## src/hdl/sbmm_pkg.sv

```systemverilog
`default_nettype none
// ----------------------------------------------------------------------------
// sbmm_pkg: shared types and constants of the sub bus memory map
// Bus item and result types, the decoded operation passed from the front end
// to the back end, region codes, register indexes and the address map.
// ----------------------------------------------------------------------------
package sbmm_pkg;

  // Address map (24-bit byte addresses)
  localparam logic [23:0] PROG_LAST    = 24'h07ffff;
  localparam logic [23:0] WRAM_FIRST   = 24'h080000;
  localparam logic [23:0] WRAM_LAST    = 24'h0bffff;
  localparam logic [23:0] BANK_FIRST   = 24'h0c0000;
  localparam logic [23:0] BANK_LAST    = 24'h0dffff;
  localparam logic [23:0] DISC_FIRST   = 24'hfd0000;
  localparam logic [23:0] BACKUP_FIRST = 24'hfe0000;
  localparam logic [23:0] PCM_FIRST    = 24'hff0000;
  localparam logic [23:0] PCM_LAST     = 24'hff7fff;
  localparam logic [23:0] IO_FIRST     = 24'hff8000;
  // Protect bound granularity: 512-byte units
  localparam int unsigned PROTECT_SHIFT = 9;

  localparam int unsigned CFG_IDX_W  = 3;
  localparam int unsigned CFG_DATA_W = 8;
  localparam int unsigned IDX_W      = 18;

  typedef enum logic [CFG_IDX_W-1:0] {
    CFG_PROTECT_BOUND = 3'd0,
    CFG_WRAM_SPLIT    = 3'd1,
    CFG_WRAM_GRANTED  = 3'd2,
    CFG_BANK_SELECT   = 3'd3,
    CFG_DOT_PRIORITY  = 3'd4,
    CFG_DISC_PRESENT  = 3'd5
  } cfg_idx_e;

  typedef enum logic [2:0] {
    RG_PROGRAM = 3'd0,
    RG_WORD    = 3'd1,
    RG_DISC    = 3'd2,
    RG_BACKUP  = 3'd3,
    RG_PCM     = 3'd4,
    RG_IO      = 3'd5,
    RG_NONE    = 3'd6
  } region_e;

  typedef enum logic [1:0] {
    PRIO_NORMAL = 2'd0,
    PRIO_UNDER  = 2'd1,
    PRIO_OVER   = 2'd2,
    PRIO_NONE   = 2'd3
  } dot_prio_e;

  typedef enum logic [1:0] {
    MEM_NONE = 2'd0,
    MEM_PROG = 2'd1,
    MEM_WORD = 2'd2
  } mem_sel_e;

  typedef enum logic {
    BK_ISSUE = 1'b0,
    BK_EXEC  = 1'b1
  } back_state_e;

  typedef struct packed {
    logic        mode;
    logic        upper_strobe;
    logic        lower_strobe;
    logic [23:0] address;
    logic [15:0] data_in;
  } req_t;

  typedef struct packed {
    logic [15:0] read_data;
    region_e     region;
    logic        forwarded;
    logic [23:0] forward_address;
    logic        stalled;
  } rsp_t;

  // Decoded item, as classified by the front end
  typedef struct packed {
    mem_sel_e         mem;
    logic             dot;
    logic             wr;
    logic             up;
    logic             lo;
    logic             a1;
    logic [15:0]      data;
    logic [IDX_W-1:0] idx;
    dot_prio_e        prio;
    region_e          region;
    logic             fwd;
    logic [23:0]      faddr;
    logic             stall;
  } op_t;

endpackage
`default_nettype wire

```

## src/hdl/sbmm_front.sv

```systemverilog
`default_nettype none
// ----------------------------------------------------------------------------
// sbmm_front: configuration registers and address decode
// Holds the mode registers, classifies each accepted bus item by region and
// memory target, and pushes the decoded operation into the queue.
// ----------------------------------------------------------------------------
module sbmm_front (
  input  wire logic                           clk_i,
  input  wire logic                           rst_ni,
  input  wire logic                           cfg_we_i,
  input  wire logic [sbmm_pkg::CFG_IDX_W-1:0]  cfg_idx_i,
  input  wire logic [sbmm_pkg::CFG_DATA_W-1:0] cfg_data_i,
  input  wire sbmm_pkg::req_t                 req_i,
  output sbmm_pkg::op_t                       op_o
);
  import sbmm_pkg::*;

  logic [7:0] bound_q;
  logic       split_q;
  logic       granted_q;
  logic       bank_q;
  dot_prio_e  prio_q;
  logic       disc_q;

  // Write configuration registers
  always_ff @(posedge clk_i or negedge rst_ni) begin
    if (!rst_ni) begin
      bound_q   <= '0;
      split_q   <= 1'b0;
      granted_q <= 1'b0;
      bank_q    <= 1'b0;
      prio_q    <= PRIO_NORMAL;
      disc_q    <= 1'b0;
    end else if (cfg_we_i) begin
      unique case (cfg_idx_i)
        CFG_PROTECT_BOUND: bound_q   <= cfg_data_i;
        CFG_WRAM_SPLIT:    split_q   <= cfg_data_i[0];
        CFG_WRAM_GRANTED:  granted_q <= cfg_data_i[0];
        CFG_BANK_SELECT:   bank_q    <= cfg_data_i[0];
        CFG_DOT_PRIORITY:  prio_q    <= dot_prio_e'(cfg_data_i[1:0]);
        CFG_DISC_PRESENT:  disc_q    <= cfg_data_i[0];
        default: ;
      endcase
    end
  end

  logic [23:0] addr;
  logic [23:0] protect_limit;
  logic        sel_bit;

  assign addr          = req_i.address;
  assign protect_limit = 24'(bound_q) << PROTECT_SHIFT;
  // Inverted bank select forms word index bit 0 in split mode
  assign sel_bit       = ~bank_q;

  // Classify the item
  always_comb begin
    op_o        = '0;
    op_o.mem    = MEM_NONE;
    op_o.wr     = req_i.mode;
    op_o.up     = req_i.upper_strobe;
    op_o.lo     = req_i.lower_strobe;
    op_o.a1     = addr[1];
    op_o.data   = req_i.data_in;
    op_o.prio   = prio_q;
    op_o.region = RG_NONE;
    priority if (addr <= PROG_LAST) begin
      op_o.region = RG_PROGRAM;
      op_o.idx    = addr[18:1];
      // Drop writes below the protect bound
      op_o.mem    = (req_i.mode && (addr < protect_limit)) ? MEM_NONE : MEM_PROG;
    end else if (addr >= WRAM_FIRST && addr <= WRAM_LAST) begin
      op_o.region = RG_WORD;
      if (!split_q) begin
        op_o.idx = {1'b0, addr[17:1]};
        if (granted_q) begin
          op_o.mem = MEM_WORD;
        end else begin
          op_o.stall = req_i.mode;
        end
      end else begin
        op_o.idx = {1'b0, addr[17:2], sel_bit};
        op_o.mem = MEM_WORD;
        op_o.dot = 1'b1;
      end
    end else if (addr >= BANK_FIRST && addr <= BANK_LAST) begin
      if (split_q) begin
        op_o.region = RG_WORD;
        op_o.idx    = {1'b0, addr[16:1], sel_bit};
        op_o.mem    = MEM_WORD;
      end
    end else if (addr >= DISC_FIRST && addr < BACKUP_FIRST) begin
      if (disc_q) begin
        op_o.region = RG_DISC;
        op_o.fwd    = req_i.lower_strobe;
        op_o.faddr  = req_i.lower_strobe ? {addr[23:1], 1'b1} : '0;
      end
    end else if (addr >= BACKUP_FIRST && addr < PCM_FIRST) begin
      op_o.region = RG_BACKUP;
      op_o.fwd    = req_i.lower_strobe;
      op_o.faddr  = req_i.lower_strobe ? {1'b0, addr[23:1]} : '0;
    end else if (addr >= PCM_FIRST && addr <= PCM_LAST) begin
      op_o.region = RG_PCM;
      op_o.fwd    = req_i.lower_strobe;
      op_o.faddr  = req_i.lower_strobe ? {1'b0, addr[23:1]} : '0;
    end else if (addr >= IO_FIRST) begin
      op_o.region = RG_IO;
      op_o.fwd    = 1'b1;
      op_o.faddr  = addr;
    end else begin
      // Leave unmapped items as region none
      op_o.region = RG_NONE;
    end
  end

endmodule
`default_nettype wire

```

## config.mk

```make
export PLATFORM = sky130hd
export DESIGN_NAME = sbmm_front
export DESIGN_NICKNAME = d
export VERILOG_FILES = /design/src/hdl/sbmm_pkg.sv /design/src/hdl/sbmm_front.sv
export SDC_FILE = /design/constraint.sdc
export NUM_CORES = 1
export LEC_CHECK = 0
export ABC_AREA = 1
export BUFFER_PORTS_ARGS = -buffer_cell sky130_fd_sc_hd__buf_2
export CAP_MARGIN = 30
export CELL_PAD_IN_SITES_DETAIL_PLACEMENT = 1
export CELL_PAD_IN_SITES_GLOBAL_PLACEMENT = 1
export CORE_MARGIN = 2
export CORE_UTILIZATION = 26
export DETAILED_ROUTE_END_ITERATION = 8
export PLACE_DENSITY_LB_ADDON = 0.1
export SLEW_MARGIN = 10
export SYNTH_ARGS = -nofsm -noshare
export SYNTH_HDL_FRONTEND = slang
export SYNTH_SLANG_ARGS = --single-unit
```

## constraint.sdc

```tcl
create_clock -name clk_i -period 1.6 [get_ports clk_i]
set_clock_uncertainty 0.05 [all_clocks]
set_input_delay 0.24 -clock clk_i [delete_from_list [all_inputs] [get_ports clk_i]]
set_output_delay 0.24 -clock clk_i [all_outputs]
set_load 0.01 [all_outputs]
```

==> impl_metrics.ini, run 1 <==
[status]
run_status = complete, but fails checks
violations = setup timing

[logic_synthesis]
synth_area_leaders = dfrtp_1, nand3_1, nand2_1
ys_async_sr_fraction = 1.00
ys_ff_latch = 14
syn_nets = 356
netlist_area_um2 = 1810
yosysTopAreaCell = dfrtp_1
avgSynthCellArea_um2 = 6.19
synth_edf_count = 0
synth_top_flop_cell = dfrtp_1
synth_cell_type_count = 33
syn_inst = 292
yosys_warnings = 0
synth_top_area_frac = 0.194
ys_seq_area_frac = 0.194

[drt]
wl_met1_um = 3530
wl_per_cell_um = 17.9
wl_met3_um = 447
drtIter0Drc = 81
wirelength_um = 9080
drt-vias-per-instance = 5.18
routed-wl-met2_um = 4820
dr.pass1.iters = 4
vias = 2622
ant_nets = 0
drc = 0
top_layer = met4

[critical_path]
crit_required_ps = 1310
endpoint_kind = output pin
path_cells = buf_8 -> nor2_4 -> nand2_2 -> nor2_4 -> clkinvlp_4 -> o22ai_2 -> buf_2
slowest_stage = clkinvlp_4
setup.worst_path.class = in -> out
crit_path_max_fanout = 7
worst_path_most_repeated_cell = nor2_4
start_kind = primary input
critical-path-max-stage-delay_ps = 280
worstPathArrival_ps = 1520

[finish]
n_antenna_cell = 0
area_growth_pct = 106
final_core_util = 0.551
final_cell_mix = buf_2, buf_4, buf_6, inv_1, nand3_2
layout_commonest_cell = buf_2
layout-drive-gt1-share = 0.702
nets = 491

[global_routing]
grt_pass1_vias = 2595
antenna_found_initial = 0
grt_max_degree = 17
track_usage = 0.216
overflow = 0
grt_first_pass_wirelength_um = 13000

[clock_network]
clk_path_buf_depth = 2
clk_pin_slew_worst_paths_ps = 60
cts_buffers = 3
tritoncts = done
cts.root.buffer_cell = clkbuf_8
cts_max_level = 1
clkLatencyLatePin_ps = 250
cts_num_sinks = 14

[run]
cap_violations = 0

[placed_design]
gp_congestion = 0.817
pre_cts_ws_ps = -225
hpwl_um = 5940
portBuffers = 94

[sta]
rsz0062_at_grt = yes
finalWorstSetupSlack_ps = -213
worstMarginPinSlew_ps = 473
period_share = 1.13
drv_slew = 0
max_freq_mhz = 552
final_hold_viol_count = 0
period_needed_ps = 1810
slew_headroom = 0.684
setup_viol = 47

[pwr]
powerDensity_nw_per_um2 = 427
power_leakage_nw = 1.91
ir_drop_mv = 0.464

[die]
die_h_um = 87.4
core_um2 = 6760
core.rowCount = 30
die_w_um = 87.4
dieArea_um2 = 7630
io_pins = 129
initial_core_util = 0.267

[worst_hold_path]
hp-class = in -> reg
## timing repair
action | CTS | global route
setup endpoints to repair | 47 | 50
pin swaps | 43 | 46
setup buffers | 17 | 7
hold endpoints to repair | 14 | 0
gates cloned | 2 | 1
resized for setup | 138 | 103
hold buffers | 1 | 0
## where the power goes
part	internal (mW)	switching (mW)	total [mW]
sequential	0.423	0.0406	0.463
clock	0.218	0.126	0.345
combinational	0.347	0.435	0.781
## through the flow
stage	hold slack [ps]	setup TNS [ps]	std cells	power, mW	area (um2)
global route	210	-7570	506	1.69	3730
detailed placement	105	-5490	479	0.948	2490
finish	191	-4650	506	1.59	3730
global placement	103	-3800	479	0.932	2490
floorplan	-106	0	292	0.751	1810
CTS	189	-3190	501	1.48	3250
## final cells by class
cell class                      count  area [um2]
Fill cell                         817        3030
Multi-Input combinational cell    210        1800
Timing Repair Buffer              157        1250
Sequential cell                    14         353
Inverter                           40         160
Tap cell                           80         100
Clock buffer                        4        55.1
Timing Repair inverter              1        7.51
## sequential cells by signal, summed over array words and instances (netlist names)
name and cells:
granted_q 1, disc_q 1, split_q 1, bank_q 1, bound_q 8, prio_q 2
## critical path: cells and delay by family
family                 cells  cell delay (ps)
AOI/OAI and AO/OA          1              250
buffers and inverters      3              560
and+or+nand+nor            3              460
## cell usage after synthesis, types with 2 or more instances
cell       count
nand2_1       58
nand3_1       45
inv_1         37
buf_4         22
nor2_1        22
o21ai_0       20
a21oi_1       14
dfrtp_1       14
ha_1           7
nand4_1        7
or2_2          7
o22ai_1        5
nor2_4         4
buf_2          3
clkbuf_1       3
inv_2          2
nand3_2        2
nor3_1         2
o2111ai_1      2
o211ai_1       2
o21ai_1        2
## kinds of logic after synthesis
| logic type | after synthesis | synth area share |
|---|---|---|
| compound gates | 49 | 0.152 |
| fa+ha+maj | 7 | 0.0485 |
| buf+inv | 69 | 0.195 |
| flops | 14 | 0.194 |
| simple gates | 153 | 0.411 |
## worst paths after layout
check                               from          to  slack (ps)  cells past startpoint
setup / recovery               req_i[39]    op_o[47]        -210                      7
hold / removal             cfg_data_i[3]  bound_q[3]         190                      3
setup reg to reg                 split_q     split_q         680                      3
hold reg to reg                   bank_q      bank_q         440                      2
max in group asynchronous         rst_ni     split_q         890                      2
min in group asynchronous         rst_ni   prio_q[0]         360                      2
## layer usage
metal,vias up,track usage
met5,-,0
met4,0,0.0643
met3,22,0.0256
met2,107,0.399
met1,1272,0.258
li1,1221,-
Power figures use the tool's default switching activity.
==> run 2: changes to the inputs <==
--- a/config.mk
+++ b/config.mk
@@ -9,10 +9,8 @@
 export BUFFER_PORTS_ARGS = -buffer_cell sky130_fd_sc_hd__buf_2
 export CAP_MARGIN = 30
-export CELL_PAD_IN_SITES_DETAIL_PLACEMENT = 1
-export CELL_PAD_IN_SITES_GLOBAL_PLACEMENT = 1
 export CORE_MARGIN = 2
-export CORE_UTILIZATION = 26
+export CORE_UTILIZATION = 42
 export DETAILED_ROUTE_END_ITERATION = 8
-export PLACE_DENSITY_LB_ADDON = 0.1
+export PLACE_DENSITY = 0.82
 export SLEW_MARGIN = 10
 export SYNTH_ARGS = -nofsm -noshare
==> constraint.sdc (replaced) <==
create_clock -name clk_i -period 1.6 [get_ports clk_i]
set_clock_uncertainty 0.05 [all_clocks]
set_input_delay 0.16 -clock clk_i [delete_from_list [all_inputs] [get_ports clk_i]]
set_output_delay 0.16 -clock clk_i [all_outputs]
set_load 0.01 [all_outputs]
==> run 2 against run 1 <==
  * The flow still finishes with violations (setup timing)
  * Core utilization up 11 points
  * Power down 10%
  * Critical endpoint is now op_o[70]
  * Clock power up 3%
  * Final cell count down 11%
  * Final area down 28%
  * Flip-flop and latch count unchanged
  * First-iteration DRC count rose to 4.0 times the previous value
  * Critical path depth up 1
==> impl_metrics.ini, run 2 (synthesis gave the netlist of run 1 again) <==
[status]
run_status = complete, but fails checks
violations = setup timing

[critical_path]
crit_path_max_fanout = 2
startpoint = bound_q[5]
endpoint_kind = output pin
worstPathArrival_ps = 1500
crit_required_ps = 1390
r2r_setup_slack_ps = 540
start_kind = flip-flop
r2r.worst_path.cells = 4
setup.worst_path.class = reg -> out
reg2reg_to = split_q
crit_end = op_o[70]
timing.rr.start = split_q

[finish]
nets = 465
regMostFlops = bound_q
layout_commonest_cell = buf_2
area_growth_pct = 48.1
layout-drive-gt1-share = 0.468
n_fill_cell = 351
final_cell_mix = buf_2, nand2_1, nand3_1, buf_4, inv_1
multi_input_area_um2 = 1260
largest_reg_flops = 8
seqCellArea_um2 = 353
reg_top3 = bound_q: 8 flops, prio_q: 2 flops
n_antenna_cell = 0

[drt]
dr.pass1.iters = 6
ant_nets = 0
vias = 2524
drc = 0
wirelength_um = 6570
wl_per_cell_um = 14.6
drt-vias-per-instance = 5.61
drtIter0Drc = 324

[global_routing]
grt_max_degree = 17
antenna_found_initial = 0
track_usage = 0.227
overflow = 0
grt_first_pass_wirelength_um = 9170
grt_pass1_vias = 2090

[placed_design]
gp_congestion = 0.939
portBuffers = 94
hpwl_um = 4550

[sta]
period_share = 1.07
finalWorstSetupSlack_ps = -108
final_hold_viol_count = 0
rsz0062_at_grt = yes
max_freq_mhz = 586
slew_headroom = 0.692
tns_ps = -272
finalHoldWorstSlack_ps = 114
period_needed_ps = 1710
drv_slew = 0
worstMarginPinSlew_ps = 461
setup_viol = 7

[die]
io_pins = 129
core.rowCount = 23
die_h_um = 69.6
initial_core_util = 0.445
die_w_um = 69.6
dieArea_um2 = 4840
core_um2 = 4060

[clock_network]
tritoncts = done
cts_num_sinks = 14
cts_buffers = 3
clkLatencyLatePin_ps = 250
clk_pin_slew_worst_paths_ps = 60
clk_path_buf_depth = 2
cts_max_level = 1
cts.root.buffer_cell = clkbuf_8

[worst_hold_path]
hp-class = in -> reg

[pwr]
total_power_mw = 1.42
power_leakage_nw = 1.50
ir_drop_mv = 0.594
powerDensity_nw_per_um2 = 532

[run]
cap_violations = 0
## run 2: worst min-delay path by stage
stage | start | endpoint | slack, ps | cells after the start
finish | cfg_data_i[6] | bound_q[6] | 110 | 3
detailed placement | rst_ni | prio_q[1] | 20 | 1
CTS | cfg_data_i[2] | bound_q[2] | 110 | 3
floorplan | rst_ni | bank_q | -190 | 0
global placement | rst_ni | prio_q[1] | 10 | 1
global route | cfg_data_i[6] | bound_q[6] | 120 | 3
## run 2: worst max-delay path, stage by stage (launching register included)
cell and delay, ps:
dfrtp_1 340, inv_2 50, ha_4 270, nand2_4 50, o21a_1 160, nand2_1 80
nand2_1 50, a21oi_1 110, buf_2 140
## run 2: metal layers
layer,vias to the layer above,wire [um],global-route usage
li1,1171,-,-
met1,1140,2420,0.268
met2,168,3210,0.408
met3,45,592,0.0291
met4,0,346,0.0980
met5,-,0,0
## run 2: stage by stage
step | instance area (um2) | util | setup WS (ps) | cells
final | 2680 | 0.660 | -108 | 450
after global routing | 2680 | 0.660 | -189 | 450
after CTS | 2420 | 0.596 | -104 | 433
after detailed placement | 2290 | 0.565 | 30.6 | 426
after global placement | 2290 | 0.565 | 75.0 | 426
after floorplan | 1810 | - | 172 | 292
## run 2: power by group
group	internal (mW)	total, mW	switching (mW)
clock network	0.218	0.354	0.135
registers	0.423	0.464	0.0411
logic	0.266	0.606	0.340
total	0.908	1.42	0.516
## run 2: area by class of cell
cell class | count | area share
multi-input cells | 210 | 0.470
repair buffers | 131 | 0.294
flip-flops and latches | 14 | 0.132
inverters | 40 | 0.0580
well taps | 50 | 0.0234
clock buffers | 4 | 0.0206
repair inverters | 1 | 0.00281
## run 2: timing repair
action	CTS	global route
resized for setup	11	35
pin swaps	3	16
endpoints found under the setup margin	7	39
hold buffers	1	0
hold endpoints to repair	14	0
gates cloned	0	2
setup buffers	2	15
==> run 3: changes to the inputs <==
- BUFFER_PORTS_ARGS: -buffer_cell sky130_fd_sc_hd__buf_2 -> -buffer_cell sky130_fd_sc_hd__clkbuf_2
==> run 3 against run 2 <==
  * The flow still finishes with violations (setup timing)
  * Worst hold slack got worse by 5.0 ps
  * Final cell count decreased by 0.44%
  * Count of clock-buffer cells in the layout did not move
  * Clock power fell by 3%
  * Register-to-register slack got worse by 70 ps
  * Sequential share of layout area fell by 0.25 points
  * Via count is 3.6% lower
  * Global-route usage is essentially flat
  * Combinational power hardly changed
  * Routed wire length is 1.4% lower
  * Final area up 1.9%
  * Critical endpoint unchanged
  * Largest power group unchanged
==> impl_metrics.ini, run 3 (synthesis gave the netlist of run 1 again) <==
[sta]
final_hold_viol_count = 0
period_needed_ps = 1730
finalWorstSetupSlack_ps = -127
period_share = 1.08
slew_headroom = 0.695
drv_slew = 0
setup_viol = 4
worstMarginPinSlew_ps = 456
rsz0062_at_grt = yes
max_freq_mhz = 579

[drt]
drt-vias-per-instance = 5.43
drtIter0Drc = 286
wirelength_um = 6480
vias = 2432
wl_per_cell_um = 14.5
dr.pass1.iters = 4
drc = 0
ant_nets = 0

[finish]
n_antenna_cell = 0
regMostFlops = bound_q
final_cell_mix = clkbuf_2, nand2_1, nand3_1, inv_1, buf_4
layout-drive-gt1-share = 0.482
largest_reg_flops = 8
layout_commonest_cell = clkbuf_2
reg_top3 = bound_q: 8 flops, prio_q: 2 flops
nets = 463
final_cell_area_um2 = 2730
area_growth_pct = 51.0
final_core_util = 0.672

[global_routing]
track_usage = 0.227
grt_max_degree = 17
grt_pass1_vias = 2042
grt_first_pass_wirelength_um = 9250
overflow = 0
antenna_found_initial = 0

[die]
die_h_um = 69.6
core_um2 = 4060
core.rowCount = 23
io_pins = 129
dieArea_um2 = 4840
die_w_um = 69.6
initial_core_util = 0.445

[worst_hold_path]
hp-class = in -> reg

[critical_path]
critical-path-max-stage-delay_ps = 340
slowest_stage = dfrtp_1
worstPathArrival_ps = 1520
path_delay_family = flip-flops
setup.worst_path.class = reg -> out
start_kind = flip-flop
worst_path_most_repeated_cell = nand2_1
crit_required_ps = 1390
endpoint_kind = output pin
crit_buf_inv = 2
crit_path_max_fanout = 2
path_cells = inv_2 -> ha_4 -> nand2_4 -> o21a_1 -> nand2_1 -> nand2_1 -> a21oi_1 -> buf_2

[clock_network]
clkLatencyLatePin_ps = 240
cts_max_level = 1
clk_pin_slew_worst_paths_ps = 60
cts_buffers = 3
cts.root.buffer_cell = clkbuf_8
cts_num_sinks = 14
tritoncts = done
clk_path_buf_depth = 2

[placed_design]
hpwl_um = 4530
pre_cts_ws_ps = 1.88
gp_congestion = 0.922
portBuffers = 94
dpl_cell_area_um2 = 2300

[pwr]
power_leakage_nw = 1.48
powerDensity_nw_per_um2 = 521
total_power_mw = 1.42
ir_drop_mv = 0.595

[run]
cap_violations = 0

[status]
violations = setup timing
run_status = complete, but fails checks
run 3: changes by cell type in the layout (fill, tap and decap cells not counted), sizes merged:
cell and delta:
clkbuf +81, buf -83, clkinv -1, inv +1
run 3: per-layer routing:
layer	track usage	up-vias	part of all wire
met5	0	-	0
met4	0.0763	0	0.032
met3	0.0247	21	0.082
met2	0.402	136	0.50
met1	0.285	1111	0.38
li1	-	1164	-
run 3: worst paths after layout:
check | start | to | slack, ps | depth (start not counted)
max | bound_q[5] | op_o[70] | -130 | 8
min | cfg_data_i[7] | bound_q[7] | 110 | 3
max reg2reg | split_q | split_q | 470 | 4
min reg2reg | bound_q[0] | bound_q[0] | 440 | 2
max in group asynchronous | rst_ni | disc_q | 930 | 2
min in group asynchronous | rst_ni | prio_q[0] | 290 | 2
run 3: cell type report:
| cell class | instances | area, um2 |
|---|---|---|
| tap | 50 | 62.6 |
| timing repair buffer | 129 | 787 |
| clock buffer | 4 | 55.1 |
| multi-input combinational | 210 | 1310 |
| sequential | 14 | 353 |
| fill | 336 | 1330 |
| inverter | 40 | 156 |
| timing repair inverter | 1 | 7.51 |
run 3: tightest hold or removal path: stages:
cell      delay (ps)
clkbuf_2          70
nor2_1            40
a21oi_1           90
run 3: report_power, final:
| group | internal [mW] | switching, mW |
|---|---|---|
| sequential | 0.423 | 0.0477 |
| combinational | 0.264 | 0.342 |
| clock | 0.218 | 0.125 |
run 3: repair_timing:
| item | in CTS | in global routing |
|---|---|---|
| gates cloned | 0 | 3 |
| setup buffers | 3 | 10 |
| endpoints found under the hold margin | 14 | 0 |
| pin swaps | 9 | 12 |
| hold buffers | 1 | 0 |
| setup endpoints to repair | 3 | 37 |
| gates resized for setup | 12 | 67 |
run 3: per-stage QoR:
step	cells	hold slack [ps]	TNS (ps)
floorplan	292	-186	0
global placement	427	22.6	0
detailed placement	427	28.7	0
CTS	435	108	-157
global route	448	127	-1400
finish	448	109	-167
