**config.mk**
```make
export PLATFORM = sky130hd
export DESIGN_NAME = sbmm_queue
export DESIGN_NICKNAME = d
export VERILOG_FILES = /design/src/hdl/sbmm_pkg.sv /design/src/hdl/sbmm_queue.sv
export SDC_FILE = /design/constraint.sdc
export NUM_CORES = 1
export LEC_CHECK = 0
export BUFFER_PORTS_ARGS = -buffer_cell sky130_fd_sc_hd__buf_2
export CAP_MARGIN = 5
export CORE_ASPECT_RATIO = 2
export CORE_MARGIN = 8
export CORE_UTILIZATION = 30
export DETAILED_ROUTE_END_ITERATION = 8
export SYNTH_ARGS = -nofsm -noshare
export SYNTH_HDL_FRONTEND = slang
export SYNTH_SLANG_ARGS = --single-unit
```
**constraint.sdc**
```tcl
create_clock -name clk_i -period 4.3 [get_ports clk_i]
set_input_delay 0.86 -clock clk_i [delete_from_list [all_inputs] [get_ports clk_i]]
set_output_delay 0.86 -clock clk_i [all_outputs]
set_load 0.05 [all_outputs]
```
**src/hdl/sbmm_pkg.sv**
```systemverilog
`default_nettype none
// ----------------------------------------------------------------------------
// sbmm_pkg: shared types and constants of the sub bus memory map
// Bus item and result types, the decoded operation passed from the front end
// to the back end, region codes, register indexes and the address map.
// ----------------------------------------------------------------------------
package sbmm_pkg;

  // Address map (24-bit byte addresses)
  localparam logic [23:0] PROG_LAST    = 24'h07ffff;
  localparam logic [23:0] WRAM_FIRST   = 24'h080000;
  localparam logic [23:0] WRAM_LAST    = 24'h0bffff;
  localparam logic [23:0] BANK_FIRST   = 24'h0c0000;
  localparam logic [23:0] BANK_LAST    = 24'h0dffff;
  localparam logic [23:0] DISC_FIRST   = 24'hfd0000;
  localparam logic [23:0] BACKUP_FIRST = 24'hfe0000;
  localparam logic [23:0] PCM_FIRST    = 24'hff0000;
  localparam logic [23:0] PCM_LAST     = 24'hff7fff;
  localparam logic [23:0] IO_FIRST     = 24'hff8000;
  // Protect bound granularity: 512-byte units
  localparam int unsigned PROTECT_SHIFT = 9;

  localparam int unsigned CFG_IDX_W  = 3;
  localparam int unsigned CFG_DATA_W = 8;
  localparam int unsigned IDX_W      = 18;

  typedef enum logic [CFG_IDX_W-1:0] {
    CFG_PROTECT_BOUND = 3'd0,
    CFG_WRAM_SPLIT    = 3'd1,
    CFG_WRAM_GRANTED  = 3'd2,
    CFG_BANK_SELECT   = 3'd3,
    CFG_DOT_PRIORITY  = 3'd4,
    CFG_DISC_PRESENT  = 3'd5
  } cfg_idx_e;

  typedef enum logic [2:0] {
    RG_PROGRAM = 3'd0,
    RG_WORD    = 3'd1,
    RG_DISC    = 3'd2,
    RG_BACKUP  = 3'd3,
    RG_PCM     = 3'd4,
    RG_IO      = 3'd5,
    RG_NONE    = 3'd6
  } region_e;

  typedef enum logic [1:0] {
    PRIO_NORMAL = 2'd0,
    PRIO_UNDER  = 2'd1,
    PRIO_OVER   = 2'd2,
    PRIO_NONE   = 2'd3
  } dot_prio_e;

  typedef enum logic [1:0] {
    MEM_NONE = 2'd0,
    MEM_PROG = 2'd1,
    MEM_WORD = 2'd2
  } mem_sel_e;

  typedef enum logic {
    BK_ISSUE = 1'b0,
    BK_EXEC  = 1'b1
  } back_state_e;

  typedef struct packed {
    logic        mode;
    logic        upper_strobe;
    logic        lower_strobe;
    logic [23:0] address;
    logic [15:0] data_in;
  } req_t;

  typedef struct packed {
    logic [15:0] read_data;
    region_e     region;
    logic        forwarded;
    logic [23:0] forward_address;
    logic        stalled;
  } rsp_t;

  // Decoded item, as classified by the front end
  typedef struct packed {
    mem_sel_e         mem;
    logic             dot;
    logic             wr;
    logic             up;
    logic             lo;
    logic             a1;
    logic [15:0]      data;
    logic [IDX_W-1:0] idx;
    dot_prio_e        prio;
    region_e          region;
    logic             fwd;
    logic [23:0]      faddr;
    logic             stall;
  } op_t;

endpackage
`default_nettype wire

```
**src/hdl/sbmm_queue.sv**
```systemverilog
`default_nettype none
// ----------------------------------------------------------------------------
// sbmm_queue: two-entry queue of decoded operations
// Decouples the front end from the back end so each can stall on its own.
// ----------------------------------------------------------------------------
module sbmm_queue (
  input  wire logic          clk_i,
  input  wire logic          rst_ni,
  input  wire logic          push_i,
  input  wire sbmm_pkg::op_t push_op_i,
  input  wire logic          pop_i,
  output sbmm_pkg::op_t      head_o,
  output logic               full_o,
  output logic               empty_o
);
  import sbmm_pkg::*;

  op_t        slot_q [2];
  logic       wr_ptr_q;
  logic       rd_ptr_q;
  logic [1:0] count_q;

  assign head_o  = slot_q[rd_ptr_q];
  assign full_o  = (count_q == 2'd2);
  assign empty_o = (count_q == 2'd0);

  // Advance pointers and count
  always_ff @(posedge clk_i or negedge rst_ni) begin
    if (!rst_ni) begin
      wr_ptr_q <= 1'b0;
      rd_ptr_q <= 1'b0;
      count_q  <= 2'd0;
    end else begin
      if (push_i) wr_ptr_q <= ~wr_ptr_q;
      if (pop_i)  rd_ptr_q <= ~rd_ptr_q;
      unique case ({push_i, pop_i})
        2'b10:   count_q <= count_q + 2'd1;
        2'b01:   count_q <= count_q - 2'd1;
        default: count_q <= count_q;
      endcase
    end
  end

  // Store pushed item
  always_ff @(posedge clk_i) begin
    if (push_i) slot_q[wr_ptr_q] <= push_op_i;
  end

endmodule
`default_nettype wire

```
==> impl.org, run 1 <==
** Run status
- Result of the run :: finished clean

** Logic synthesis
- Flop and latch count out of synthesis :: 148
- Synthesis produced a netlist with a net count of ~320.
- Cells after Synth :: 240
- Each instance of the synthesized netlist takes up on average about 24 um2.
- The Yosys step of the flow raised 0 warnings.
- Summing every instance area after synthesis gives roughly 0.0057 mm2.
- Counting distinct cell types in the post-synthesis netlist gives 13.
- For this run, the register share of the synthesized area comes to 0.772.

** Clocking
- Clock root buffer :: clkbuf_16
- Clock latency on the worst-skew pair, taken at its later pin, is 0.41 ns.
- H-tree depth :: 4
- TritonCTS built the clock tree.
- Worst-path clk slew :: around 0.060 ns
- In this run the deepest clock path goes through 2 buffers.
- Number of sinks on the clock net :: ~150
- Buffers inserted during clock tree synthesis total 17.
- Setup repair bufs after CTS :: 0
- Hold buffers post-CTS :: 0
- Post-cts resize count :: 0

** Placed design
- At the end of routability-driven placement, the weighted congestion stood at 0.689.
- # port buffers :: 149

** Setup path
- The startpoint identified for the worst register-to-register timing path is wr_ptr_q$_DFFE_PN0P_.
- Worst setup path startpoint :: rd_ptr_q$_DFFE_PN0P_
- Data on the critical path is required at its endpoint by roughly 3.4 ns.
- Type of element launching the critical path :: register
- Worst setup slack for register-to-register paths :: around 2.4 ns
- The worst register-to-register path has a depth of 2.
- The endpoint identified for the worst register-to-register timing path is slot_q[0][1]$_DFFE_PP_.
- In this run the worst path has a maximum fanout of 43.
- Start-to-end type of the worst setup path :: reg -> out
- At the worst endpoint, the arrival time is approximately 2.3 ns.
- Endpoint kind of the worst setup timing path :: output port

** Finish
- Sequential cell area :: approximately 0.0044 mm2
- Filler cell count in the final layout :: about 1700
- Area added between synthesis and finish :: 27.5%
- Area occupied by multi-input gates :: between 0.001 and 0.0015 mm2
- In the final design database the tool counted about 480 nets.
- Final core area utilization :: 0.390
- Fraction of final layout cells sized beyond drive strength 1 :: 0.607

** STA
- Fmax :: roughly 320 MHz
- After layout, the minimum clock period comes to about 3.1 ns.
- Clock skew on the completed layout was measured at a little under 0.008 ns.
- The number of max-slew violations in the final report came to 0.
- Final hold viol count :: 0
- Total setup violations reported at the end of the flow :: 0
- At the pin with the least slew margin, the transition time is 1.04 ns.
- Final setup TNS :: 0 ns
- Post-route fraction of the period consumed by the critical path :: 0.728
- Setup repair after global routing left no endpoint under its margin.
- Max-Slew Margin vs Limit :: 0.308

** Floorplanning
- Number of cell rows :: a little over 70
- Core Region :: 0.0187 mm2
- I/O pin count :: 150
- In this run the horizontal extent of the chip is 114 um.
- For this configuration, the core starts out at a cell density of 0.306.
- Die span in y :: 211 um
- Floorplan die area :: ~0.024 mm2

** Routing
- Top layer used by detailed routing :: met5
- Dividing the detail-routed via count by the number of cells gives between 4 and 5.
- DR DRC count :: 0
- Violation count after the first detailed-routing iteration :: about 120
- The routed design uses about 540 um of met3 wire.
- The first TritonRoute pass finished after 4 iterations.
- Post-Route M1 WL :: between 3000 and 4000 um
- In the detailed route, the total length drawn on met2 is 7220 um.
- In the final routed layout, each cell accounts on average for ~18 um.
- The routed design has between 10000 and 15000 um of wire.
- Total via count in the routed design :: between 2000 and 3000
- The detail route stage leaves a number of antenna-violating nets equal to 0.

** Power and ir drop
- Power per unit of standard cell area :: approximately 810 mW/mm2
- Across the VDD grid, the largest voltage drop is 559 uV.
- Reported leakage power :: between 2 and 3 nW
- Total power draw :: a little under 0.006 W

** Global routing
- The number of antenna violations at the first check in global routing was 2.
- The total overflow left after global routing is 0.
- First-pass GRT wire length :: between 15000 and 20000 um
- For this run, the total global-route usage over all layers was measured as 0.102.
- Number of global-route vias before repair :: 3141
- Pin count of the biggest net entering global routing :: 73

** Hold path
- The worst hold path belongs to the class in -> async.

** Job
- The tool flagged a number of max-cap violations equal to 0.
-- state kept, by name, indices dropped and copies added, names as in the netlist --
signal	count
slot_q	144
count_q	2
rd_ptr_q	1
wr_ptr_q	1
-- through the flow --
step	area, um2	hold slack [ns]	setup slack (ns)	std cells
floorplan	5730	0.456	1.11	240
global route	7300	0.225	1.07	671
detailed placement	6700	0.483	1.59	638
global placement	6700	0.470	1.60	638
CTS	7300	0.220	1.13	670
finish	7300	0.243	1.17	671
-- metal layers --
metal / track usage / vias up
li1: - / 1268
met5: 0 / -
met1: 0.0849 / 1362
met3: 0.0277 / 20
met4: 0.0648 / 2
met2: 0.203 / 79
-- where the power goes --
group / internal [W] / switching (W)
Combinational: 0.000745 / 0.00157
Sequential: 0.00192 / 0.000156
Clock: 0.000971 / 0.000546
Total: 0.00364 / 0.00227
-- layout make-up --
| type | instances | area share |
|---|---|---|
| clock inverters | 9 | 0.0212 |
| well taps | 255 | 0.0437 |
| inverters | 1 | 0.000514 |
| clock buffers | 23 | 0.0613 |
| diodes | 1 | 0.000343 |
| repair buffers | 151 | 0.108 |
| flip-flops and latches | 148 | 0.606 |
| multi-input cells | 83 | 0.159 |
-- worst max-delay path: stages (launching register included) --
cell     delay [ns]
dfrtp_4        0.81
buf_12         0.36
mux2_2         0.39
buf_2          0.21
-- Yosys cell counts, drive strengths merged --
library cell,n,area share
nor2b,1,0.0011
buf,8,0.026
edfxtp,144,0.75
and2,1,0.0011
mux2,72,0.19
inv,1,0.00065
xor2,3,0.0046
dfrtp,4,0.017
xnor2,2,0.0031
ha,1,0.0022
nor2,3,0.0020
-- how the worst max path moves through the flow --
| stage | cells after the start | slack, ns | to |
|---|---|---|---|
| final | 3 | 1.17 | head_o[67] |
| after global routing | 3 | 1.07 | head_o[67] |
| after CTS | 3 | 1.13 | head_o[67] |
| after detailed placement | 3 | 1.59 | head_o[67] |
| after global placement | 3 | 1.60 | head_o[67] |
| after floorplan | 2 | 1.11 | slot_q[0][0]$_DFFE_PP_ |
-- cells in the final DEF (no fill, tap or decap), drive strengths merged --
master / count
xnor2: 2
nor2b: 1
clkinv: 4
bufinv: 4
edfxtp: 144
diode: 1
clkinvlp: 1
nor2: 3
dfrtp: 4
inv: 1
xor2: 3
mux2: 72
and2: 1
ha: 1
clkbuf: 23
buf: 151
-- cells by family after synthesis --
| group | Yosys count | synth area share |
|---|---|---|
| flip-flops | 148 | 0.772 |
| multiplexers | 72 | 0.187 |
| buffers and inverters | 9 | 0.0271 |
| XOR/XNOR | 5 | 0.00764 |
| adder cells (fa/ha/maj) | 1 | 0.00218 |
| AND/OR/NAND/NOR | 5 | 0.00415 |
Power figures use the tool's default switching activity.
==> run 2, diff against run 1 <==
==> constraint.sdc (replaced) <==
create_clock -name clk_i -period 2.7 [get_ports clk_i]
set_input_delay 0.54 -clock clk_i [delete_from_list [all_inputs] [get_ports clk_i]]
set_output_delay 0.54 -clock clk_i [all_outputs]
set_load 0.05 [all_outputs]
==> impl.org, run 2 (same netlist as run 1, synthesis figures left out) <==
** Clocking
- In this run, CTS created clock tree buffers numbering 17.
- In this run the clock root is driven by a clkbuf_16.
- The clock reaches the later pin of the worst-skew pair after between 0.4 and 0.5 ns.
- After clock tree synthesis, the flow added hold-fix buffers numbering 1.
- Maximum buffer depth of the clock tree :: 2
- In this run, post-CTS repair resized a total of 0 instances.
- TritonCTS built the clock tree.
- Buffers added to address setup during post-CTS repair amount to 0.
- H-tree depth :: 4
- The clock net in this run drives a total of between 100 and 150 sinks.
- Clock-pin slew was measured on the worst setup and hold paths at around 0.060 ns.

** Finish
- Leaving out fill and tap cells, the most frequent cell in the layout is buf_2.
- The register with the most flip-flops in the final layout is slot_q.
- Area added between synthesis and finish :: 29.9%
- Final instance area :: roughly 0.0074 mm2
- The register with the most flip-flops in the layout has ~140 of them.
- Commonest cells after routing, fill and taps aside :: buf_2, edfxtp_1, mux2_4
- Biggest registers after layout :: slot_q (144), count_q (2)
- Fraction of final layout cells sized beyond drive strength 1 :: 0.625
- At the end of the flow, the number of nets in the layout was 485.
- Once layout is complete, the utilization of the core stands at 0.397.

** Floorplanning
- Number of cell rows :: between 70 and 80
- Die span in y :: between 200 and 250 um
- 150 I/O pins were placed.
- The floorplan step defined a die boundary enclosing ~0.024 mm2.
- Core Region :: 0.0187 mm2
- The die is 114 um wide.
- The initial utilization of the core area, before any placement, comes to 0.306.

** Power and ir drop
- The share of total power dissipated in sequential elements is 0.340.
- Reported leakage power :: around 3.0 nW
- Net switching power :: 0.00368 W
- Power spread over the standard cell area amounts to between 1000 and 1500 mW/mm2.
- The internal portion of the total power is ~0.0060 W.
- Fraction of power spent switching nets :: 0.379
- Logic gate share of total power :: 0.386
- Share of total power in the clock network :: 0.274
- Across the VDD grid, the largest voltage drop is ~750 uV.

** Routing
- Summed over all nets, wire length on met3 after detailed routing comes to approximately 600 um.
- Total via count in the routed design :: 2768
- In the routed layout, each cell is associated on average with a via count of slightly above 4.
- In this run the top signal layer used is met5.
- The detailed router finished its first iteration with 168 violations.
- Summed over all nets, wire length on met2 after detailed routing comes to roughly 7300 um.
- For this run, the detailed router's first-pass iteration total came to 4.
- DR DRC count :: 0
- Once detail routing completed, the nets flagged for antenna violations numbered 0.
- After detailed routing, the wire length on met1 is ~4000 um.
- After detailed routing, the average wire length per cell comes to 17.8 um.
- The final layout contains routed wiring with a total length of about 12000 um.

** STA
- The number of max-slew violations in the final report came to 0.
- Final setup TNS :: 0 ns
- Worst Hold Margin :: 0.317 ns
- In the finished design, the share of the clock period the worst path needs comes to 0.957.
- Clock tree skew after final layout :: roughly 0.0083 ns
- Subtracting the final worst setup slack from the clock period gives 2.58 ns.
- Final hold viol count :: 0
- Setup repair after global routing left no endpoint under its margin.
- Measured slew at the worst slew-check pin :: ~0.54 ns
- Once routing completed, OpenROAD measured the worst setup slack at between 0.1 and 0.15 ns.
- The worst pin sits at a relative slew slack of 0.639.
- Total setup violations reported at the end of the flow :: 0
- Based on the critical path, the design can be clocked at up to just under 400 MHz.

** Placed design
- Summing all placed instances gives a cell area of about 0.0067 mm2.
- Timing analysis after detailed placement gives a worst setup slack of 0.507 ns.
- Routability-driven placement finished with a final weighted congestion of about 0.7.
- Post-detailed-placement half-perimeter wirelength :: between 8000 and 9000 um
- Port buffering added between 100 and 150 buffers.

** Setup path
- Worst path max stage delay :: 0.77 ns
- In this run the worst path has a maximum fanout of 28.
- Largest delay contributor family on the critical path :: flip-flops
- Type of element launching the critical path :: register
- Endpoint kind of the worst setup timing path :: output port
- For the worst setup path, the data required time is 2.16 ns.
- Data arrives at the worst endpoint at just over 2 ns.
- Cell-by-cell listing of the critical path :: buf_12 -> mux2_4 -> buf_2
- Together, buffers and inverters on the worst path number 2.
- Start-to-end type of the worst setup path :: reg -> out
- Among all stages on the critical path, the largest delay is contributed by dfrtp_4.

** Run status
- The flow ran to the end, and the final reports show no timing, DRC or antenna violations.

** Hold path
- Class of the tightest hold or removal check :: in -> reg

** Job
- Number of maximum-capacitance constraint violations :: 0

** Global routing
- Initial antenna violation count :: 8
- The number of global-route vias before repair is around 3000.
- Entering global routing, the biggest net connects 35 pins.
- All-layer global routing usage :: 0.100
- The first global-routing pass estimated around 17000 um of wire.
- Leftover overflow at the end of global routing :: 0
-- run 2: cell types whose count changed in the layout (fill, tap and decap cells not counted), sizes merged, moves of 2 or more --
cell	previous run	this run
clkbuf	23	17
clkinvlp	1	3
inv	1	4
bufinv	4	6
diode	1	4
buf	151	156
-- run 2: worst paths after layout --
| path | startpoint | to | slack, ns | depth (start not counted) |
|---|---|---|---|---|
| hold / removal | push_op_i[68] | slot_q[1][68]$_DFFE_PP_ | 0.32 | 1 |
| setup reg to reg | wr_ptr_q$_DFFE_PN0P_ | slot_q[0][34]$_DFFE_PP_ | 1.04 | 2 |
| hold reg to reg | count_q[1]$_DFFE_PN0P_ | count_q[1]$_DFFE_PN0P_ | 0.51 | 1 |
| max in group asynchronous | rst_ni | rd_ptr_q$_DFFE_PN0P_ | 2.10 | 2 |
| min in group asynchronous | rst_ni | rd_ptr_q$_DFFE_PN0P_ | 0.47 | 2 |
| setup / recovery | rd_ptr_q$_DFFE_PN0P_ | head_o[33] | 0.12 | 3 |
-- run 2: through the flow --
step / cells / power, W
after global placement: 643 / 0.00714
after detailed placement: 643 / 0.00718
after floorplan: 240 / 0.00652
after CTS: 676 / 0.00986
final: 680 / 0.00971
after global routing: 680 / 0.0101
-- run 2: layer usage --
metal | track usage | vias to the layer above
met5 | 0 | -
met4 | 0.0685 | 8
met3 | 0.0348 | 17
met2 | 0.191 | 79
met1 | 0.0829 | 1374
li1 | - | 1290
-- run 2: layout make-up --
cell class,instances,area (um2)
fill,1720,11300
sequential,148,4430
multi-input combinational,83,1160
timing repair buffer,157,846
clock buffer,17,425
tap,255,319
clock inverter,15,251
antenna,4,10.0
inverter,1,3.75
-- run 2: power groups by stage --
stage,sequential [W],combinational (W),clock [W]
6_report,0.00330,0.00375,0.00266
5_1_grt,0.00334,0.00391,0.00281
4_1_cts,0.00331,0.00383,0.00272
3_5_place_dp,0.00335,0.00382,0
3_3_place_gp,0.00333,0.00380,0
2_1_floorplan,0.00321,0.00331,0
==> run 3, diff against run 2 <==
==> constraint.sdc (replaced) <==
create_clock -name clk_i -period 2.83 [get_ports clk_i]
set_input_delay 0.566 -clock clk_i [delete_from_list [all_inputs] [get_ports clk_i]]
set_output_delay 0.566 -clock clk_i [all_outputs]
set_load 0.05 [all_outputs]
==> impl.org, run 3 (same netlist as run 1, synthesis figures left out) <==
** Run status
- The flow ran to the end, and the final reports show no timing, DRC or antenna violations.

** Setup path
- Total buffers and inverters traversed by the critical path :: 2
- The setup check on the worst reg-to-reg path leaves a slack of between 1 and 1.5 ns.
- CP required :: between 2 and 2.5 ns
- Crit Path Max Fanout :: 30
- Grouping stages by cell kind, the critical path spends the most delay in flip-flops.
- Type of element launching the critical path :: register
- The critical path goes through buf_12 -> mux2_4 -> buf_2.
- Endpoint kind of the worst setup timing path :: output port
- Worst endpoint data arrival time :: roughly 2.1 ns
- The largest individual stage delay along the critical path comes from the cell dfrtp_4.
- Worst path max stage delay :: between 0.8 and 0.9 ns
- Start-to-end type of the worst setup path :: reg -> out

** STA
- Final hold viol count :: 0
- Across the routed clock network, the largest skew measured is roughly 0.0057 ns.
- The tightest hold path in the finished design has a slack of about 0.33 ns.
- Measured slew at the worst slew-check pin :: slightly below 0.6 ns
- Final setup TNS :: 0 ns
- Based on the critical path, the design can be clocked at up to ~380 MHz.
- Max-Slew Margin vs Limit :: 0.614
- Max Transition Viols Final :: 0
- Setup repair after global routing missed its margin :: no
- Final min period :: ~2.6 ns
- In the finished design, the share of the clock period the worst path needs comes to 0.936.
- Total setup violations reported at the end of the flow :: 0

** Global routing
- In the global route stage, overall resource usage came out at 0.102.
- The number of global-route vias before repair was 3180.
- In the global route stage, met3 resource usage came out at 0.0340.
- Pin count of the biggest net entering global routing :: between 60 and 70
- Leftover overflow at the end of global routing :: 0
- Initial antenna violation count :: 5
- First-pass GRT wire length :: 17600 um
- For met2 alone, demand over resource in global routing was 0.194.
- For met1 alone, demand over resource in global routing was 0.0813.
- Busiest metal layer after global routing :: met2

** Clocking
- CTS built an H-tree with a depth of 4.
- Clock tree from TritonCTS :: built
- Clock-pin slew was measured on the worst setup and hold paths at approximately 0.06 ns.
- Setup repair bufs after CTS :: 0
- At the later pin of the worst-skew pair, clock insertion delay measures just over 0.4 ns.
- After clock tree synthesis, the flow added hold-fix buffers numbering 1.
- Total CTS buffers :: 17
- In this run the deepest clock path goes through 2 buffers.
- Clock root buffer :: clkbuf_16
- Number of sinks on the clock net :: roughly 150
- Post-cts resize count :: 0

** Routing
- For this run, design rule violations remaining after detail routing come to 0.
- Per-cell via count in the routed design :: 4.12
- Wire length reported by the detailed router :: about 12000 um
- Post-detailed-route count of antenna-violating nets :: 0
- In this run, the number of DRC markers left after iteration 0 of detailed routing was 134.
- Wirelength per Cell :: between 15 and 20 um
- For this block, the via count after detailed routing is ~2800.
- Detailed Routing Iterations Pass 1 :: 4

** Placed design
- Placed cell area :: ~0.0067 mm2
- Summed over all nets, the half-perimeter wirelength after detailed placement is 8600 um.
- Buffers placed on the I/O ports in this run total around 150.
- At the end of routability-driven placement, the weighted congestion stood at between 0.7 and 0.8.

** Floorplanning
- Floorplan die area :: 0.0240 mm2
- The floorplan has 71 rows.
- Core Region :: 0.0187 mm2
- Die width :: roughly 110 um
- Die span in y :: ~210 um
- In this run the count of I/O pins placed on the die edge is 150.
- Initial Utilization :: 0.306

** Job
- Number of maximum-capacitance constraint violations :: 0

** Finish
- Commonest cells after routing, fill and taps aside :: buf_2, edfxtp_1, mux2_4
- Fraction of final layout cells sized beyond drive strength 1 :: 0.615
- The largest registers in the layout are slot_q (144), count_q (2).
- Area added between synthesis and finish :: 29.0%
- Flip-flop count of the largest register, all copies and words added :: around 140
- The final layout contains just under 500 nets.
- The layout has between 1500 and 2000 filler cells.
- Ranked by flip-flop count, first place goes to slot_q.
- With fillers left out, the area of the finished cells amounts to approximately 0.0074 mm2.
- Most common cell after layout, fill and taps aside :: buf_2
- Final core area utilization :: 0.394

** Power and ir drop
- Power per unit of standard cell area :: ~1200 mW/mm2
- Reported leakage power :: roughly 2.9 nW
- Maximum vdd ir drop :: ~600 uV

** Hold path
- In this run the worst hold path is classified as in -> reg.
[run 3: changes by cell type in the layout (fill, tap and decap cells not counted), sizes merged]
| cell | change |
|---|---|
| clkinv | +1 |
| clkbuf | +1 |
| bufinv | -1 |
| inv | -1 |
| buf | -3 |
[run 3: cell type report]
class                   instances  area [um2]  area share
multi-input cells              83        1160       0.157
diodes                          4        10.0     0.00135
repair buffers                154         836       0.113
clock buffers                  18         429      0.0580
well taps                     255         319      0.0432
inverters                       1        3.75    0.000508
flip-flops and latches        148        4430       0.599
clock inverters                14         208      0.0281
[run 3: path summary, 6_finish.rpt]
kind                                      endpoint                    from  depth (start not counted)
setup / recovery                        head_o[32]    rd_ptr_q$_DFFE_PN0P_                          3
max in group asynchronous     rd_ptr_q$_DFFE_PN0P_                  rst_ni                          2
setup reg to reg           slot_q[0][27]$_DFFE_PP_    wr_ptr_q$_DFFE_PN0P_                          2
hold / removal             slot_q[0][71]$_DFFE_PP_           push_op_i[71]                          1
hold reg to reg             count_q[1]$_DFFE_PN0P_  count_q[1]$_DFFE_PN0P_                          1
min in group asynchronous     wr_ptr_q$_DFFE_PN0P_                  rst_ni                          2
[run 3: report_power, final]
part | switching [W] | total [W] | internal (W)
registers | 0.000241 | 0.00316 | 0.00291
logic | 0.00239 | 0.00357 | 0.00117
clock network | 0.000860 | 0.00242 | 0.00156
[run 3: per-stage QoR]
step	setup WS, ns	cells	power, W
after global placement	0.597	640	0.00680
after CTS	0.113	673	0.00928
after global routing	0.0855	675	0.00947
after detailed placement	0.583	640	0.00684
after floorplan	0.146	240	0.00622
final	0.182	677	0.00914
[run 3: routing by layer]
metal | part of all wire | wire [um]
met3 | 0.055 | 668
met4 | 0.045 | 540
met1 | 0.31 | 3800
met2 | 0.58 | 7070
met5 | 0.0037 | 45
